===== src/rtl/sbck_pkg.sv =====
// Shared types, constants and helper functions of the color-keyed sprite blitter.
// No dependencies; every other file of the block imports this package.
package sbck_pkg;

	localparam int COORD_BITS = 12;
	localparam int POS_BITS   = COORD_BITS + 1;
	localparam int LIN_BITS   = 2 * COORD_BITS + 2;
	localparam int ADDR_BITS  = 32;
	localparam int COLOR_BITS = 32;
	localparam int CFG_BITS   = 32;
	localparam int IDX_BITS   = 3;
	localparam int BPP_BITS   = 3;

	typedef enum logic [IDX_BITS-1:0] {
		REG_SCREEN_WIDTH  = 3'd0,
		REG_SCREEN_HEIGHT = 3'd1,
		REG_PIXEL_BYTES   = 3'd2,
		REG_TRANSPARENT   = 3'd3,
		REG_FRAME_BASE    = 3'd4
	} reg_idx_t;

	localparam logic [COORD_BITS-1:0] RST_SCREEN_WIDTH  = COORD_BITS'(800);
	localparam logic [COORD_BITS-1:0] RST_SCREEN_HEIGHT = COORD_BITS'(600);
	localparam logic [BPP_BITS-1:0]   RST_PIXEL_BYTES   = BPP_BITS'(4);

	typedef struct packed {
		logic                  func;
		logic [COORD_BITS-1:0] sprite_x;
		logic [COORD_BITS-1:0] sprite_y;
		logic [COORD_BITS-1:0] sprite_width;
		logic [COORD_BITS-1:0] sprite_height;
		logic [COLOR_BITS-1:0] pixel_color;
	} pix_item_t;

	typedef struct packed {
		logic                  write_enable;
		logic [ADDR_BITS-1:0]  write_address;
		logic [COLOR_BITS-1:0] write_data;
		logic                  sprite_done;
	} wr_item_t;

	typedef struct packed {
		logic [COORD_BITS-1:0] screen_width;
		logic [COORD_BITS-1:0] screen_height;
		logic [BPP_BITS-1:0]   pixel_bytes;
		logic [COLOR_BITS-1:0] transparent_color;
		logic [ADDR_BITS-1:0]  frame_base;
	} cfg_t;

	// Byte lane mask for the configured pixel size; 0 acts as 1, 5..7 act as 4.
	function automatic logic [COLOR_BITS-1:0] byte_mask(input logic [BPP_BITS-1:0] bpp);
		logic [COLOR_BITS-1:0] m;
		case (bpp)
			3'd0, 3'd1: m = 32'h0000_00FF;
			3'd2:       m = 32'h0000_FFFF;
			3'd3:       m = 32'h00FF_FFFF;
			default:    m = 32'hFFFF_FFFF;
		endcase
		return m;
	endfunction

endpackage


===== src/rtl/sbck_pix_if.sv =====
// Pixel input channel of the sprite blitter: valid/ready handshake with a pixel payload.
// Depends on sbck_pkg for the payload type.
interface sbck_pix_if;
	import sbck_pkg::*;

	logic      valid;
	logic      ready;
	pix_item_t data;

	modport source (output valid, output data, input ready);
	modport sink (input valid, input data, output ready);
endinterface


===== src/rtl/sbck_wr_if.sv =====
// Frame buffer write channel of the sprite blitter: valid/ready handshake with a write payload.
// Depends on sbck_pkg for the payload type.
interface sbck_wr_if;
	import sbck_pkg::*;

	logic     valid;
	logic     ready;
	wr_item_t data;

	modport source (output valid, output data, input ready);
	modport sink (input valid, input data, output ready);
endinterface


===== src/rtl/sbck_pixel_calc.sv =====
// Per-pixel logic of the sprite blitter: clipping, color key test and write address.
// Depends on sbck_pkg; combinational, placed between the input and result registers.
module sbck_pixel_calc (
	input  sbck_pkg::pix_item_t                 item,
	input  logic [sbck_pkg::COORD_BITS-1:0]     col,
	input  logic [sbck_pkg::COORD_BITS-1:0]     row,
	input  logic                                done,
	input  sbck_pkg::cfg_t                      cfg,
	output sbck_pkg::wr_item_t                  result
);
	import sbck_pkg::*;

	logic [POS_BITS-1:0]   px;
	logic [POS_BITS-1:0]   py;
	logic                  on_screen;
	logic                  opaque;
	logic                  we;
	logic [COLOR_BITS-1:0] mask;
	logic [LIN_BITS-1:0]   lin;
	logic [LIN_BITS+1:0]   scaled;
	logic [ADDR_BITS-1:0]  addr;

	always_comb begin
		px = {1'b0, item.sprite_x} + {1'b0, col};
		py = {1'b0, item.sprite_y} + {1'b0, row};
		on_screen = (px < {1'b0, cfg.screen_width}) && (py < {1'b0, cfg.screen_height});
		mask = byte_mask(cfg.pixel_bytes);
		opaque = ((item.pixel_color ^ cfg.transparent_color) & mask) != '0;
		we = on_screen && opaque;

		lin = LIN_BITS'(py) * LIN_BITS'(cfg.screen_width) + LIN_BITS'(px);
		// Scale by bytes per pixel with shifts; codes 0 and 5 to 7 fold into the 1 and 4 byte cases.
		case (cfg.pixel_bytes)
			3'd0, 3'd1: scaled = {2'b00, lin};
			3'd2:       scaled = {1'b0, lin, 1'b0};
			3'd3:       scaled = {2'b00, lin} + {1'b0, lin, 1'b0};
			default:    scaled = {lin, 2'b00};
		endcase
		addr = cfg.frame_base + ADDR_BITS'(scaled);

		result.write_enable  = we;
		result.write_address = we ? addr : '0;
		result.write_data    = (we && !item.func) ? (item.pixel_color & mask) : '0;
		result.sprite_done   = done;
	end
endmodule


===== src/rtl/sprite_blit_color_key.sv =====
// Color-keyed sprite blitter, top level. Depends on sbck_pkg, sbck_pix_if, sbck_wr_if
// and sbck_pixel_calc.
// A pixel passes the input register and then the result register before its write is
// offered. Throughput: one pixel per cycle while the write channel is ready, set by the
// input register and the result register.
// Reset clears the pipeline valid flags and the column and row counters, and loads the
// registers with 800 x 600, 4 bytes per pixel, key 0 and frame base 0.
module sprite_blit_color_key (
	input  logic                              clk,
	input  logic                              arst_n,
	input  logic                              cfg_write,
	input  logic [sbck_pkg::IDX_BITS-1:0]     cfg_index,
	input  logic [sbck_pkg::CFG_BITS-1:0]     cfg_data,
	sbck_pix_if.sink                          pixels,
	sbck_wr_if.source                         writes
);
	import sbck_pkg::*;

	cfg_t                  cfg_q;
	logic [COORD_BITS-1:0] col_q;
	logic [COORD_BITS-1:0] row_q;

	logic                  valid_s1;
	pix_item_t             item_s1;
	logic [COORD_BITS-1:0] col_s1;
	logic [COORD_BITS-1:0] row_s1;
	logic                  done_s1;

	logic                  valid_s2;
	wr_item_t              result_s2;
	wr_item_t              result_c;

	logic                  advance_s1;
	logic                  accept;
	logic                  row_end;
	logic                  last_row;
	logic                  done_in;

	always_ff @(posedge clk or negedge arst_n) begin
		if (!arst_n) begin
			cfg_q.screen_width      <= RST_SCREEN_WIDTH;
			cfg_q.screen_height     <= RST_SCREEN_HEIGHT;
			cfg_q.pixel_bytes       <= RST_PIXEL_BYTES;
			cfg_q.transparent_color <= '0;
			cfg_q.frame_base        <= '0;
		end else if (cfg_write) begin
			unique case (cfg_index)
				REG_SCREEN_WIDTH:  cfg_q.screen_width      <= cfg_data[COORD_BITS-1:0];
				REG_SCREEN_HEIGHT: cfg_q.screen_height     <= cfg_data[COORD_BITS-1:0];
				REG_PIXEL_BYTES:   cfg_q.pixel_bytes       <= cfg_data[BPP_BITS-1:0];
				REG_TRANSPARENT:   cfg_q.transparent_color <= cfg_data[COLOR_BITS-1:0];
				REG_FRAME_BASE:    cfg_q.frame_base        <= cfg_data[ADDR_BITS-1:0];
				default: ;
			endcase
		end
	end

	assign advance_s1   = !valid_s2 || writes.ready;
	assign pixels.ready = !valid_s1 || advance_s1;
	assign accept       = pixels.valid && pixels.ready;

	// A width or height of zero ends the row or sprite at once, same as a size of one.
	always_comb begin
		row_end  = ({1'b0, col_q} + POS_BITS'(1)) >= {1'b0, pixels.data.sprite_width};
		last_row = ({1'b0, row_q} + POS_BITS'(1)) >= {1'b0, pixels.data.sprite_height};
		done_in  = row_end && last_row;
	end

	always_ff @(posedge clk or negedge arst_n) begin
		if (!arst_n) begin
			col_q <= '0;
			row_q <= '0;
		end else if (accept) begin
			if (done_in) begin
				col_q <= '0;
				row_q <= '0;
			end else if (row_end) begin
				col_q <= '0;
				row_q <= row_q + COORD_BITS'(1);
			end else begin
				col_q <= col_q + COORD_BITS'(1);
			end
		end
	end

	always_ff @(posedge clk or negedge arst_n) begin
		if (!arst_n) begin
			valid_s1 <= 1'b0;
			valid_s2 <= 1'b0;
		end else begin
			if (pixels.ready) begin
				valid_s1 <= pixels.valid;
			end
			if (advance_s1) begin
				valid_s2 <= valid_s1;
			end
		end
	end

	always_ff @(posedge clk) begin
		if (accept) begin
			item_s1 <= pixels.data;
			col_s1  <= col_q;
			row_s1  <= row_q;
			done_s1 <= done_in;
		end
		if (advance_s1 && valid_s1) begin
			result_s2 <= result_c;
		end
	end

	sbck_pixel_calc u_calc (
		.item   (item_s1),
		.col    (col_s1),
		.row    (row_s1),
		.done   (done_s1),
		.cfg    (cfg_q),
		.result (result_c)
	);

	assign writes.valid = valid_s2;
	assign writes.data  = result_s2;

	// A disabled write carries a zero address and zero data.
	a_disabled_zero: assert property (@(posedge clk) disable iff (!arst_n)
		writes.valid && !writes.data.write_enable |->
			writes.data.write_address == '0 && writes.data.write_data == '0)
		else $error("disabled write with nonzero address or data");

	// The last pixel of a sprite returns both counters to the origin.
	a_done_clears: assert property (@(posedge clk) disable iff (!arst_n)
		accept && done_in |=> col_q == '0 && row_q == '0)
		else $error("counters not cleared after last pixel");

	// The counters move only on a pixel transfer.
	a_count_hold: assert property (@(posedge clk) disable iff (!arst_n)
		!accept |=> $stable(col_q) && $stable(row_q))
		else $error("counters changed without a transfer");

	// A pending item in the first stage is not lost while the output stalls.
	a_s1_hold: assert property (@(posedge clk) disable iff (!arst_n)
		valid_s1 && valid_s2 && !writes.ready |=> valid_s1 && valid_s2)
		else $error("pipeline item dropped during stall");
endmodule

===== src/flat_wrapper.sv =====
// flat-port wrapper written by rule: the top's interface ports become plain ports
module sprite_blit_color_key_flat import sbck_pkg::*;
  (clk, arst_n, cfg_write, cfg_index, cfg_data, pixels_valid, pixels_data, pixels_ready, writes_valid, writes_data, writes_ready);
  sbck_pix_if pixels_i ();
  sbck_wr_if writes_i ();
  input  logic clk;
  input  logic arst_n;
  input  logic cfg_write;
  input  logic [sbck_pkg::IDX_BITS-1:0] cfg_index;
  input  logic [sbck_pkg::CFG_BITS-1:0] cfg_data;
  input wire logic [$bits(pixels_i.valid)-1:0] pixels_valid;
  input wire logic [$bits(pixels_i.data)-1:0] pixels_data;
  output wire logic [$bits(pixels_i.ready)-1:0] pixels_ready;
  output wire logic [$bits(writes_i.valid)-1:0] writes_valid;
  output wire logic [$bits(writes_i.data)-1:0] writes_data;
  input wire logic [$bits(writes_i.ready)-1:0] writes_ready;
  assign pixels_i.valid = pixels_valid;
  assign pixels_i.data = pixels_data;
  assign pixels_ready = pixels_i.ready;
  assign writes_valid = writes_i.valid;
  assign writes_data = writes_i.data;
  assign writes_i.ready = writes_ready;
  sprite_blit_color_key u_core (.clk(clk), .arst_n(arst_n), .cfg_write(cfg_write), .cfg_index(cfg_index), .cfg_data(cfg_data), .pixels(pixels_i), .writes(writes_i));
endmodule

===== config.mk =====
export PLATFORM = sky130hd
export DESIGN_NAME = sprite_blit_color_key_flat
export DESIGN_NICKNAME = d
export VERILOG_FILES = /design/src/rtl/sbck_pkg.sv /design/src/rtl/sbck_pix_if.sv /design/src/rtl/sbck_wr_if.sv /design/src/rtl/sbck_pixel_calc.sv /design/src/rtl/sprite_blit_color_key.sv /design/src/flat_wrapper.sv
export SDC_FILE = /design/constraint.sdc
export NUM_CORES = 1
export LEC_CHECK = 0
export BUFFER_PORTS_ARGS = -buffer_cell sky130_fd_sc_hd__clkbuf_2
export CAP_MARGIN = 40
export CORE_ASPECT_RATIO = 1.25
export CORE_UTILIZATION = 35
export DETAILED_ROUTE_END_ITERATION = 8
export GPL_ROUTABILITY_DRIVEN = 0
export PLACE_DENSITY_LB_ADDON = 0.25
export SYNTH_ARGS = -nofsm -noshare
export SYNTH_HDL_FRONTEND = slang
export SYNTH_HIERARCHICAL = 1
export SYNTH_SLANG_ARGS = --single-unit
export TNS_END_PERCENT = 5

===== constraint.sdc =====
create_clock -name clk -period 9.4 [get_ports clk]
set_input_delay 1.41 -clock clk [delete_from_list [all_inputs] [get_ports clk]]
set_output_delay 1.41 -clock clk [all_outputs]
set_load 0.05 [all_outputs]

Word-level counts from Yosys, hierarchy flattened
Index checks and enable logic that the tools add are counted.
- flip-flop bits (word level): 265
- output and inout port bits: 68
- add/sub/neg operators: 9
- multipliers: 1
- magnitude comparators: 4
- equal/unequal tests: 7
- multiplexer cells: 6
- bitwise gates (word level): 3
- reduce and logical (&&, ||, !) cells: 22
- operators by type and width (cell ; number):
    $pmux 32 s3 ; 1
    $pmux 28 s3 ; 1
    $and 32x32->32 ; 2
    $mux 12 ; 4
    $add 32x28->32 ; 1
    $reduce_bool 32->1 ; 1
    $xor 32x32->32 ; 1
    $add 26x27->28 ; 1
    $add 12x1->13 const B ; 2
    $add 12x12->13 ; 2
    $add 25x13->26 ; 1
    $ge 13x12->1 ; 2
    $lt 13x12->1 ; 2
    $mul 13x12->25 ; 1
    $add 12x1->12 const B ; 2
    $eq 3x2->1 const B ; 4
    $reduce_and 2->1 ; 6
    $eq 3x1->1 const B ; 2
    $logic_and 1x1->1 ; 6
    $logic_not 3->1 ; 2
    $eq 3x3->1 const B ; 1
    $logic_not 1->1 ; 3
    $logic_or 1x1->1 ; 2
    $reduce_bool 2->1 ; 1
    $reduce_or 2->1 ; 1

Depth between registers and ports, before layout
Gate-level depths: netlist of run 1.
- depth in word-level cells: 7
- mapped depth: 52
- depth with buffers taken out: 51

Hierarchy
The synthesis of run 1 kept the hierarchy.
- modules (own cells, without submodules) (module ; instances ; cells an instance ; area each (µm²)):
    sbck_pixel_calc ; 1 ; 1434 ; 11018.1
    sprite_blit_color_key ; 1 ; 618 ; 10706.5

Worst setup path after synthesis of run 1
Ideal clock, no wire load.
- kind: reg-to-reg
- start: register u_core/item_s1[57] (netlist name)
- end: register u_core.result_s2 (netlist bit u_core/writes.data[63]) (data pin)
- library setup time: 266 ps
- arrival time: 10135 ps
- required time: 9134 ps
- path slack: -1001 ps
- cell stages (with the launch flop): 47
- path buffers: 0
- cell sequence: edfxtp_1 ha_1 a21o_1 a21oi_1 o21ai_0 a21oi_1 nor2b_1 o21a_1 o21a_1 o21a_1 o41ai_1 xnor2_1 and2_1 fa_1 inv_1 fa_1 inv_1 fa_1 (+11 left out) nand2b_1 xor2_1 ha_1 a21o_1 a21o_1 a211o_1 o211ai_1 o21ai_0 xor2_1 a221o_1 ha_1 a21o_1 a21o_1 a221oi_1 o21ai_1 nand3_1 xor2_1 nor2_1
- longest elaborated chain between the ends: 6
- elaborated cells between the ends (all ways): 9
- those cells by class: add/sub (4); mul (1); order compare (1); mux (1); reduce/logical (2)
- RTL lines (element ; line ; text):
    start, declared ; sprite_blit_color_key.sv:24 ; pix_item_t item_s1;
    start signal, assigned ; sprite_blit_color_key.sv:102 ; item_s1 <= pixels.data;
    $add 12x12->13 * ; sbck_pixel_calc.sv:25 ; py = {1'b0, item.sprite_y} + {1'b0, row};
    $mul 13x12->25 ; sbck_pixel_calc.sv:31 ; lin = LIN_BITS'(py) * LIN_BITS'(cfg.screen_width) + LIN_BITS'(px);
    $add 25x13->26 ; sbck_pixel_calc.sv:31 ;
    $add 26x27->28 ; sbck_pixel_calc.sv:36 ; 3'd3: scaled = {2'b00, lin} + {1'b0, lin, 1'b0};
    $pmux 28 s3 ; sbck_pixel_calc.sv:33 ; case (cfg.pixel_bytes)
    $add 32x28->32 ; sbck_pixel_calc.sv:39 ; addr = cfg.frame_base + ADDR_BITS'(scaled);
    end signal, assigned ; sprite_blit_color_key.sv:108 ; result_s2 <= result_c;
    end, declared ; sprite_blit_color_key.sv:30 ; wr_item_t result_s2;
Every way passes the cells marked *; elsewhere a longest branch is shown, timed or not.
A chain may end at the register's enable or synchronous reset.

Worst setup path after layout of run 1
- start: register u_core.row_s1[1]
- end: register u_core.result_s2 (netlist bit u_core/writes.data[61]) (data pin)
- longest elaborated chain between the ends: 6
- elaborated cells between the ends (all ways): 9
- those cells by class: add/sub (4); mul (1); order compare (1); mux (1); reduce/logical (2)
- RTL lines (element ; line ; text):
    start, declared ; sprite_blit_color_key.sv:26 ; logic [COORD_BITS-1:0] row_s1;
    start signal, assigned ; sprite_blit_color_key.sv:104 ; row_s1 <= row_q;
    $add 12x12->13 * ; sbck_pixel_calc.sv:25 ;
    $mul 13x12->25 ; sbck_pixel_calc.sv:31 ;
    $add 25x13->26 ; sbck_pixel_calc.sv:31 ;
    $add 26x27->28 ; sbck_pixel_calc.sv:36 ;
    $pmux 28 s3 ; sbck_pixel_calc.sv:33 ;
    $add 32x28->32 ; sbck_pixel_calc.sv:39 ;
Marks and branches as above.

==> results of run 1 <==
[flip-flops by register name (all words and copies together), names as in the netlist]
signal               flops
u_core/col_s1           12
u_core/item_s1          57
u_core/done_s1           1
u_core/writes.data      66
u_core/row_s1           12
u_core/col_q            12
u_core/row_q            12
u_core/valid_s1          1
u_core/writes.valid      1
u_core/cfg_q            91
[cells in the final DEF, fill, tap and decap left out, types with 29 or more instances in the layout]
cell and count:
a21o_1 31, a21oi_1 85, and2_1 58, buf_4 289
clkbuf_16 29, clkbuf_2 187, dfrtp_1 109, edfxtp_1 148
fa_1 121, ha_1 180, inv_1 248, mux2_2 94
nand2_1 152, nand3_1 32, nor2_1 108, o21ai_0 58
xnor2_1 75, xor2_1 48
[per-stage QoR]
| step | worst slack (ns) | hold slack (ns) |
|---|---|---|
| final | -0.919 | 0.425 |
| after global routing | -1.40 | 0.432 |
| after CTS | -0.833 | 0.422 |
| after detailed placement | -1.07 | 0.418 |
| after global placement | -0.875 | 0.408 |
| after floorplan | -0.313 | 0.423 |
[how the worst max path moves through the flow]
stage	to	slack, ns	cells after the start
floorplan	u_core/writes.data[63]	-0.31	46
global placement	u_core/writes.data[60]	-0.88	49
detailed placement	u_core/writes.data[60]	-1.07	50
CTS	u_core/writes.data[64]	-0.83	49
global route	u_core/writes.data[61]	-1.40	48
finish	u_core/writes.data[61]	-0.92	48
[area by class of cell]
| cell class | instances | area (µm²) | share of cell area (%) |
|---|---|---|---|
| well taps | 765 | 957 | 3.62 |
| repair buffers | 482 | 3190 | 12.1 |
| clock inverters | 17 | 148 | 0.558 |
| inverters | 256 | 962 | 3.64 |
| clock buffers | 37 | 806 | 3.05 |
| multi-input cells | 1437 | 13000 | 49.2 |
| flip-flops and latches | 265 | 7380 | 27.9 |
[metal layers]
layer | wire length, µm | track usage (%) | vias up
met1 | 22200 | 20.1 | 7815
li1 | - | - | 7854
met5 | 0 | 0 | -
met2 | 30000 | 36.2 | 302
met3 | 1280 | 1.60 | 109
met4 | 2470 | 7.80 | 0
[worst max-delay path, delay by kind of cell, from the launching register on]
kind,cells,cell delay [ns]
buf+inv,7,0.64
simple gates,8,0.97
fa+ha+maj,9,3.42
compound gates,20,4.01
flops,1,0.39
xor+xnor,4,0.60
[repair_timing]
item | CTS | global route
endpoints found under the setup margin | 18 | 21
resized for setup | 58 | 52
pin swaps | 77 | 68
endpoints found under the hold margin | 0 | 0
setup buffers | 22 | 6
==> results.txt, run 1 <==
The run finished, with violations left. The checks that failed: negative setup slack. Once the floorplan was initialized, standard cells occupied 35.3% of the core. Summed over all layers, the global routing overflow is 0. Setup repair after global routing could not meet its margin everywhere. The run gives 2,919 as the post-layout net count.

The tools report the launching point of the worst reg2reg path as u_core/row_s1[1]. The run gives 532 as the iteration-0 DRC count of the detailed router. Data arrives at the worst endpoint at 10.61 ns. 189 I/O pins were placed.

The path with the worst hold slack has its endpoint at u_core/writes.data[0]. The final worst-path cycle share is 110%. The path category of the worst min-delay check is register to register.

The critical path starts at u_core/row_s1[1]. The count of endpoints failing hold in the final timing report was 0. The number of cells on the worst hold path was 0. Fill cells in the final layout number 5,552.

The clock root buffer master was clkbuf_16. Compared with the post-synthesis result, the final layout area differs by 25.9%. For the worst-case clock buffer depth, the log shows 3. On the critical path, the stage with the largest delay is an instance of fa_1. The launch point of the worst hold path was u_core/done_s1.

The synthesized area divided by synthesized cell count works out to 10.4 µm². Floorplan die height: 276 µm. The total inserted antenna cells came out at 0.

The die is 221 µm wide. After detailed placement, the total cell area comes to 0.0248 mm². On the final layout, the worst clock skew is 0.0159 ns. After clock tree synthesis, the clock-pin slew on the worst setup and hold paths is 0.06 ns. The die covers 0.0610 mm². Of all nets on the critical path, the largest fanout is 5. The count of yosys warnings during synthesis was 6. The layout cell share with drive strength beyond 1 was 30.5%; the number of pins with negative max-slew slack in the final report was 0. Synthesis produced a netlist with a net count of 2,476.

In the routed layout, each cell is associated on average with a via count of 4.93. The slew at the pin closest to its max-slew limit is 0.881 ns. The worst-case setup margin in the final layout is -0.919 ns, and the placement row count is 100.

The tools report the number of global-route vias before repair as 17,200. At the worst endpoint, the required time is 9.69 ns. After routing the design area is 0.0265 mm².

TritonCTS built the clock tree. For this run, the detailed router's first-pass iteration total came to 5. Global routing used 18.4% of the available tracks across all layers.

The synthesized instance count came out at 2,028. Cells fill 44.5% of the core in the end. The logs give 29 for the number of buffers created by CTS and 0.0210 mm² for the cell area after synthesis.

After routing, the total negative slack on setup checks comes to -9.49 ns. Dividing the detail-routed wire length by the instance count gives 17.2 µm. The run gives 0 as the number of antenna violations at the first check in global routing.

Clock sink count: 265. The first global-routing pass estimated 89,500 µm of wire. Critical path's most frequent cell: fa_1. Detailed placement finished with a half-perimeter wire length of 45,600 µm. The relative slew slack came out at 41.3%. The category of the critical setup timing path is register to register. Across the run, the number of max-cap violations was 0.

Setup violations remaining at the end of the flow were counted as 18. The worst register-to-register path ends at u_core/writes.data[61]. The critical path startpoint category was a register. The number of levels in the clock H-tree is 1. The region available for standard cell placement spans 0.0594 mm². Element type at the critical path end: a register.

The delay contributed by the slowest stage of the critical path is 0.50 ns, and the highest clock frequency the design can meet is 0.0969 GHz. For this run, design rule violations remaining after detail routing come to 0. Final period demand of the worst path: 10.32 ns. The setup slack on the worst flop-to-flop path is -0.92 ns, and the post-cts hold buffer count is 0.

Entering global routing, the biggest net connects 66 pins. For the worst flop-to-flop path, the logic depth is 48. Excluding fillers, the count of instances in the completed layout stands at 3,259. The run gives 16,100 as the number of vias in the routed layout.

The final wirelength is 55,900 µm, and the number of port buffers is 188. The tools report the later-pin clock latency in the skew report as 0.57 ns. Counting tap cells, the placed design contains a total of 3,177 instances.

The post-detailed-route count of antenna-violating nets was 0.
Power of run 1 is not shown: default switching activity piles up to over one toggle a cycle in this logic, so the estimate is an artifact.
==> inputs of run 2 (changes only) <==
--- a/config.mk
+++ b/config.mk
@@ -11,7 +11,8 @@
 export CORE_UTILIZATION = 35
 export DETAILED_ROUTE_END_ITERATION = 8
 export GPL_ROUTABILITY_DRIVEN = 0
-export PLACE_DENSITY_LB_ADDON = 0.25
+export MAX_ROUTING_LAYER = met4
+export PLACE_DENSITY = 0.52
 export SYNTH_ARGS = -nofsm -noshare
 export SYNTH_HDL_FRONTEND = slang
 export SYNTH_HIERARCHICAL = 1
==> constraint.sdc (replaced) <==
create_clock -name clk -period 8.85 [get_ports clk]
set_input_delay 1.3275 -clock clk [delete_from_list [all_inputs] [get_ports clk]]
set_output_delay 1.3275 -clock clk [all_outputs]
set_load 0.05 [all_outputs]
==> results.txt, run 2 (synthesis gave the netlist of run 1 again) <==
After detailed placement, the total cell area comes to 0.0252 mm². The number of levels in the clock H-tree came out at 1. The tools report the critical path data required time as 9.15 ns. The number of buffers created by CTS was 29; the average wire per standard cell was 17.3 µm. The path category of the worst min-delay check was register to register. After the first detailed-routing iteration, the DRC count stood at 708. The clock-pin slew on the worst setup and hold paths was 0.07 ns. The number of port buffers is 188.

The region available for standard cell placement spans 0.0594 mm². The final period demand of the worst path is 10.12 ns. The count of maximum capacitance violations came out at 0.

Floorplan die height: 276 µm. The first global-routing pass estimated 91,100 µm of wire. Setup repair after global routing could not meet its margin everywhere. The die outline area is 0.0610 mm². The critical path in this run is classified as register to register.

The layout cell share with drive strength beyond 1 was 30.7%. The routed layout has 16,300 vias. More flip-flops sit in one register than any other, and that register is u_core/cfg_q.

STA puts the critical path data arrival time at 10.42 ns. The later pin in the worst-skew pair is clocked with a latency of 0.59 ns. The run gives 0 as the number of pins with negative max-slew slack in the final report.

The clock root buffer master is clkbuf_16. The run gives -1.27 ns as the worst-case setup margin in the final layout. Based on the critical path, the design can be clocked at up to 0.0989 GHz. The final clock skew is 0.0214 ns, and the area added between synthesis and finish is 27.3%. At the pin with the least slew margin, the transition time is 0.906 ns. Headroom to the max-slew limit came out at 39.6%.

The final design instance area without fill is 0.0267 mm². The slowest cell on the critical path is fa_1. Flip-flop count of the largest register after layout: 91. Detailed placement finished with a half-perimeter wire length of 46,600 µm. Counting along the longest clock path gives a buffer depth of 3.

TritonCTS built the clock tree. Number of antenna violations at the first check in global routing: 0. The run gives 0 as the count of endpoints failing hold in the final timing report. The pre-CTS worst setup slack was -1.49 ns. For the residual overflow from global routing, the log shows 0. The final worst-path cycle share was 114%. Global routing used 19.3% of the available tracks across all layers. The library cell used most frequently in the layout, excluding fill and tap cells, is buf_4. The run gives 0 as the post-detailed-route count of antenna-violating nets. In the final design database the tool counted 2,951 nets. Entering global routing, the biggest net connects 66 pins. The delay contributed by the slowest stage of the critical path is 0.53 ns. In this run the horizontal extent of the chip is 221 µm. The maximum fanout count along the critical path is 4. Number of cells on the worst hold path: 0. Clock sink count: 265. The tools report the count of pins on the block boundary as 189.

The placement row count was 100; the final wirelength was 56,800 µm. The number of cells on the worst reg-to-reg path is 47. The top cell types in the final layout, fill and taps aside, are 318 x buf_4, 252 x inv_1, 187 x clkbuf_2, 186 x ha_1, 152 x nand2_1. Setup violations remaining at the end of the flow were counted as 19. The detailed-route vias per instance came out at 4.94. The worst setup path is launched from a register. The flow ran to the end, but the final reports show violations. The total inserted antenna cells was 0.

The final reports fail on negative setup slack. The critical path's most frequent cell is fa_1. The number of global-route vias before repair was 17,200. The pre-antenna-repair detailed-routing pass consisted of 5 iterations. Element type at the critical path end: a register. The worst hold-check slack was 0.434 ns. After detailed routing, the number of remaining DRC violations is 0. For this configuration, the core starts out at a cell density of 35.3%.
==> run 2: cell count changes in the layout (fill, tap and decap cells not counted), sizes merged <==
cell | before | now
buf | 295 | 327
bufinv | 1 | 3
clkinvlp | 3 | 2
inv | 258 | 257
==> run 2: worst paths after layout <==
| path | slack, ns | start | endpoint |
|---|---|---|---|
| max | -1.27 | u_core/item_s1[56] | u_core/writes.data[63] |
| min | 0.43 | u_core/done_s1 | u_core/writes.data[0] |
| max reg2reg | -1.27 | u_core/item_s1[56] | u_core/writes.data[63] |
| min reg2reg | 0.43 | u_core/done_s1 | u_core/writes.data[0] |
| max in group asynchronous | 6.90 | arst_n | u_core/cfg_q[84] |
| min in group asynchronous | 0.77 | arst_n | u_core/cfg_q[15] |
==> run 2: final cells by class <==
| class | instances | area [µm²] |
|---|---|---|
| well taps | 765 | 957 |
| repair buffers | 514 | 3490 |
| inverters | 256 | 962 |
| fillers | 5605 | 32700 |
| flip-flops and latches | 265 | 7380 |
| multi-input cells | 1437 | 13000 |
| clock inverters | 17 | 203 |
| clock buffers | 37 | 787 |
==> run 2: through the flow <==
stage          utilization (%)  instances  setup TNS (ns)
4_1_cts                   44.3       3281          -18.88
3_5_place_dp              42.5       3225          -20.38
5_1_grt                   45.0       3291          -26.34
3_3_place_gp              42.3       3221          -18.21
2_1_floorplan                -       2028           -8.10
6_report                  45.0       3291          -15.96
==> run 2: what timing repair did <==
action	CTS	global route
setup buffers	2	10
pin swaps	11	53
gates cloned	0	0
hold buffers	0	0
gates resized for setup	15	82
endpoints found under the setup margin	22	23
==> run 2: layer usage <==
layer / up-vias / routed length, µm / part of all wire, % / GRT usage (%)
met4: 0 / 1750 / 3.1 / 6.22
met2: 309 / 31100 / 55 / 37.2
li1: 7915 / - / - / -
met3: 98 / 1380 / 2.4 / 1.61
met1: 7933 / 22500 / 40 / 20.8
met5: - / 0 / 0 / -
==> run 2: worst max-delay path: cells and delay by family (launching register included) <==
kind,cells,cell delay [ns]
adder cells (fa/ha/maj),10,3.66
XOR/XNOR,3,0.51
AND/OR/NAND/NOR,10,1.48
buffers and inverters,8,0.75
flip-flops,1,0.37
AO/OA/AOI/OAI,16,3.04
Power of run 2 is left out for the same reason.
==> inputs of run 3 (changes only) <==
--- a/config.mk
+++ b/config.mk
@@ -7,12 +7,14 @@
 export LEC_CHECK = 0
 export BUFFER_PORTS_ARGS = -buffer_cell sky130_fd_sc_hd__clkbuf_2
 export CAP_MARGIN = 40
+export CELL_PAD_IN_SITES_DETAIL_PLACEMENT = 0
+export CELL_PAD_IN_SITES_GLOBAL_PLACEMENT = 1
 export CORE_ASPECT_RATIO = 1.25
 export CORE_UTILIZATION = 35
 export DETAILED_ROUTE_END_ITERATION = 8
 export GPL_ROUTABILITY_DRIVEN = 0
 export MAX_ROUTING_LAYER = met4
-export PLACE_DENSITY = 0.52
+export PLACE_DENSITY = 0.65
 export SYNTH_ARGS = -nofsm -noshare
 export SYNTH_HDL_FRONTEND = slang
 export SYNTH_HIERARCHICAL = 1
==> constraint.sdc (replaced) <==
create_clock -name clk -period 9.3 [get_ports clk]
set_input_delay 1.395 -clock clk [delete_from_list [all_inputs] [get_ports clk]]
set_output_delay 1.395 -clock clk [all_outputs]
set_load 0.05 [all_outputs]
==> results.txt, run 3 (synthesis gave the netlist of run 1 again) <==
The run finished, with violations left. The checks that failed: negative setup slack. Together, buffers and inverters on the worst path number 7. The number of pins with negative max-slew slack in the final report came out at 0. Setup repair after global routing could not meet its margin everywhere.

The kind of cell with the highest combined delay along the critical path is adder cells. The remaining routing DRC violations was 0; the final worst-path cycle share was 109%. The maximum fanout count along the critical path is 4, and the iteration-0 DRC count of the detailed router is 641. The pre-antenna-repair detailed-routing pass consisted of 5 iterations. Derived from the worst setup path, the maximum achievable clock frequency is 0.0985 GHz. The final layout contains routed wiring with a total length of 55,500 µm. During I/O placement, the number of pins put on the boundary was 189.

Max-cap violations in this run came to 0. The data arrival time of the worst path came out at 10.46 ns. The register with the most flip-flops in the layout has 91 of them. After layout, the minimum clock period comes to 10.15 ns.

The most frequent standard cell in the layout excluding fill and tap cells is buf_4. The number of standard cells in the layout, taps in and fillers out came out at 3,257. Slew at the pin closest to its max-slew limit: 0.943 ns.

The cell sitting at the root of the clock tree is a clkbuf_16. The residual overflow from global routing came out at 0. The worst-case setup margin in the final layout was -0.855 ns; the average wire per standard cell was 17.0 µm. Dividing the detail-routed via count by the number of cells gives 4.91.

The number of hold buffers added after CTS was 0. The tools report the count of final setup violators as 16. The initialized floorplan defines 100 standard-cell rows. In this run the remaining antenna-violating nets after routing total 0. The tools report the final design instance area without fill as 0.0264 mm². The worst-case clock buffer depth is 3. The tools report the post-layout net count as 2,916. The run gives 265 as the clock sink count. In this run the tool buffered the top-level ports with 188 buffer cells.

The number of levels in the clock H-tree is 1. TritonCTS built the clock tree. Clock skew on the completed layout was measured at 0.0361 ns. For this configuration, the core starts out at a cell density of 35.3%. The clock reaches the later pin of the worst-skew pair after 0.60 ns.

The total negative slack for setup checks was -9.44 ns. For the total track usage, the log shows 19.0%. Element type at the critical path end: a register. In the layout the commonest cells are 287 x buf_4, 249 x inv_1, 187 x clkbuf_2, 187 x ha_1, 152 x nand2_1. The first global-routing pass estimated 89,800 µm of wire. The logs give 17,100 for the number of global-route vias before repair and 0 for the count of endpoints failing hold in the final timing report. Die outline area: 0.0610 mm². After legalization and detailed placement, the total HPWL measured 45,500 µm. The floorplan step defined a core boundary enclosing 0.0594 mm².

The path category of the worst min-delay check is register to register. Number of buffers created by CTS: 30. The layout cell share with drive strength beyond 1 is 29.8%, and the worst hold-check slack is 0.418 ns. The area growth from synthesis to layout is 25.6%. The critical path's most frequent cell was fa_1. The routed layout has 16,000 vias.

The number of antenna violations at the first check in global routing was 0. The slowest stage of the critical path is the fa_1 cell. In this design, the stage delay of the slowest critical-path cell is 0.55 ns. After clock tree synthesis, the clock-pin slew on the worst setup and hold paths is 0.06 ns. 0 antenna diodes ended up in the layout. Measured along the y axis, the die boundary spans 276 µm.

The largest net degree at the start of global routing came out at 66. Cell area reported after detailed placement: 0.0249 mm². Category of the critical setup timing path: register to register.

At the worst endpoint, the required time is 9.61 ns. More flip-flops sit in one register than any other, and that register is u_core/cfg_q. The worst pin sits at a relative slew slack of 37.1%. The run gives 3,187 as the total instance count after detailed placement. The floorplan step set the die width to 221 µm. STA classifies the critical path startpoint as a register.
[run 3: area by class of cell]
cell class | count | area [µm²]
Sequential cell | 265 | 7380
Clock buffer | 38 | 821
Clock inverter | 18 | 201
Timing Repair Buffer | 478 | 3140
Inverter | 256 | 962
Multi-Input combinational cell | 1437 | 12900
Tap cell | 765 | 957
Fill cell | 5698 | 33100
[run 3: layer usage]
layer  up-vias  share of wire, %  GRT usage [%]
li1       7847                 -              -
met1      7753                41           20.6
met2       278                53           36.2
met3        98               2.4           1.69
met4         0               3.6           6.53
met5         -                 0              -
[run 3: stage by stage]
| step | setup WS [ns] | utilization (%) |
|---|---|---|
| after global routing | -1.38 | 44.4 |
| after CTS | -0.979 | 43.9 |
| after global placement | -1.16 | 41.8 |
| final | -0.855 | 44.4 |
| after floorplan | -0.413 | - |
| after detailed placement | -1.37 | 41.9 |
[run 3: path summary, 6_finish.rpt]
check | depth (start not counted) | start | end | slack, ns
hold / removal | 0 | u_core/done_s1 | u_core/writes.data[0] | 0.42
max in group asynchronous | 2 | arst_n | u_core/row_q[8] | 7.10
min in group asynchronous | 1 | arst_n | u_core/cfg_q[14] | 0.89
setup / recovery | 49 | u_core/item_s1[57] | u_core/writes.data[63] | -0.85
setup reg to reg | 49 | u_core/item_s1[57] | u_core/writes.data[63] | -0.85
hold reg to reg | 0 | u_core/done_s1 | u_core/writes.data[0] | 0.42
[run 3: timing repair]
item	in CTS	in global routing
endpoints found under the setup margin	18	20
buffers inserted	6	8
gates resized for setup	29	61
pin swaps	26	51
Power of run 3 is left out for the same reason.
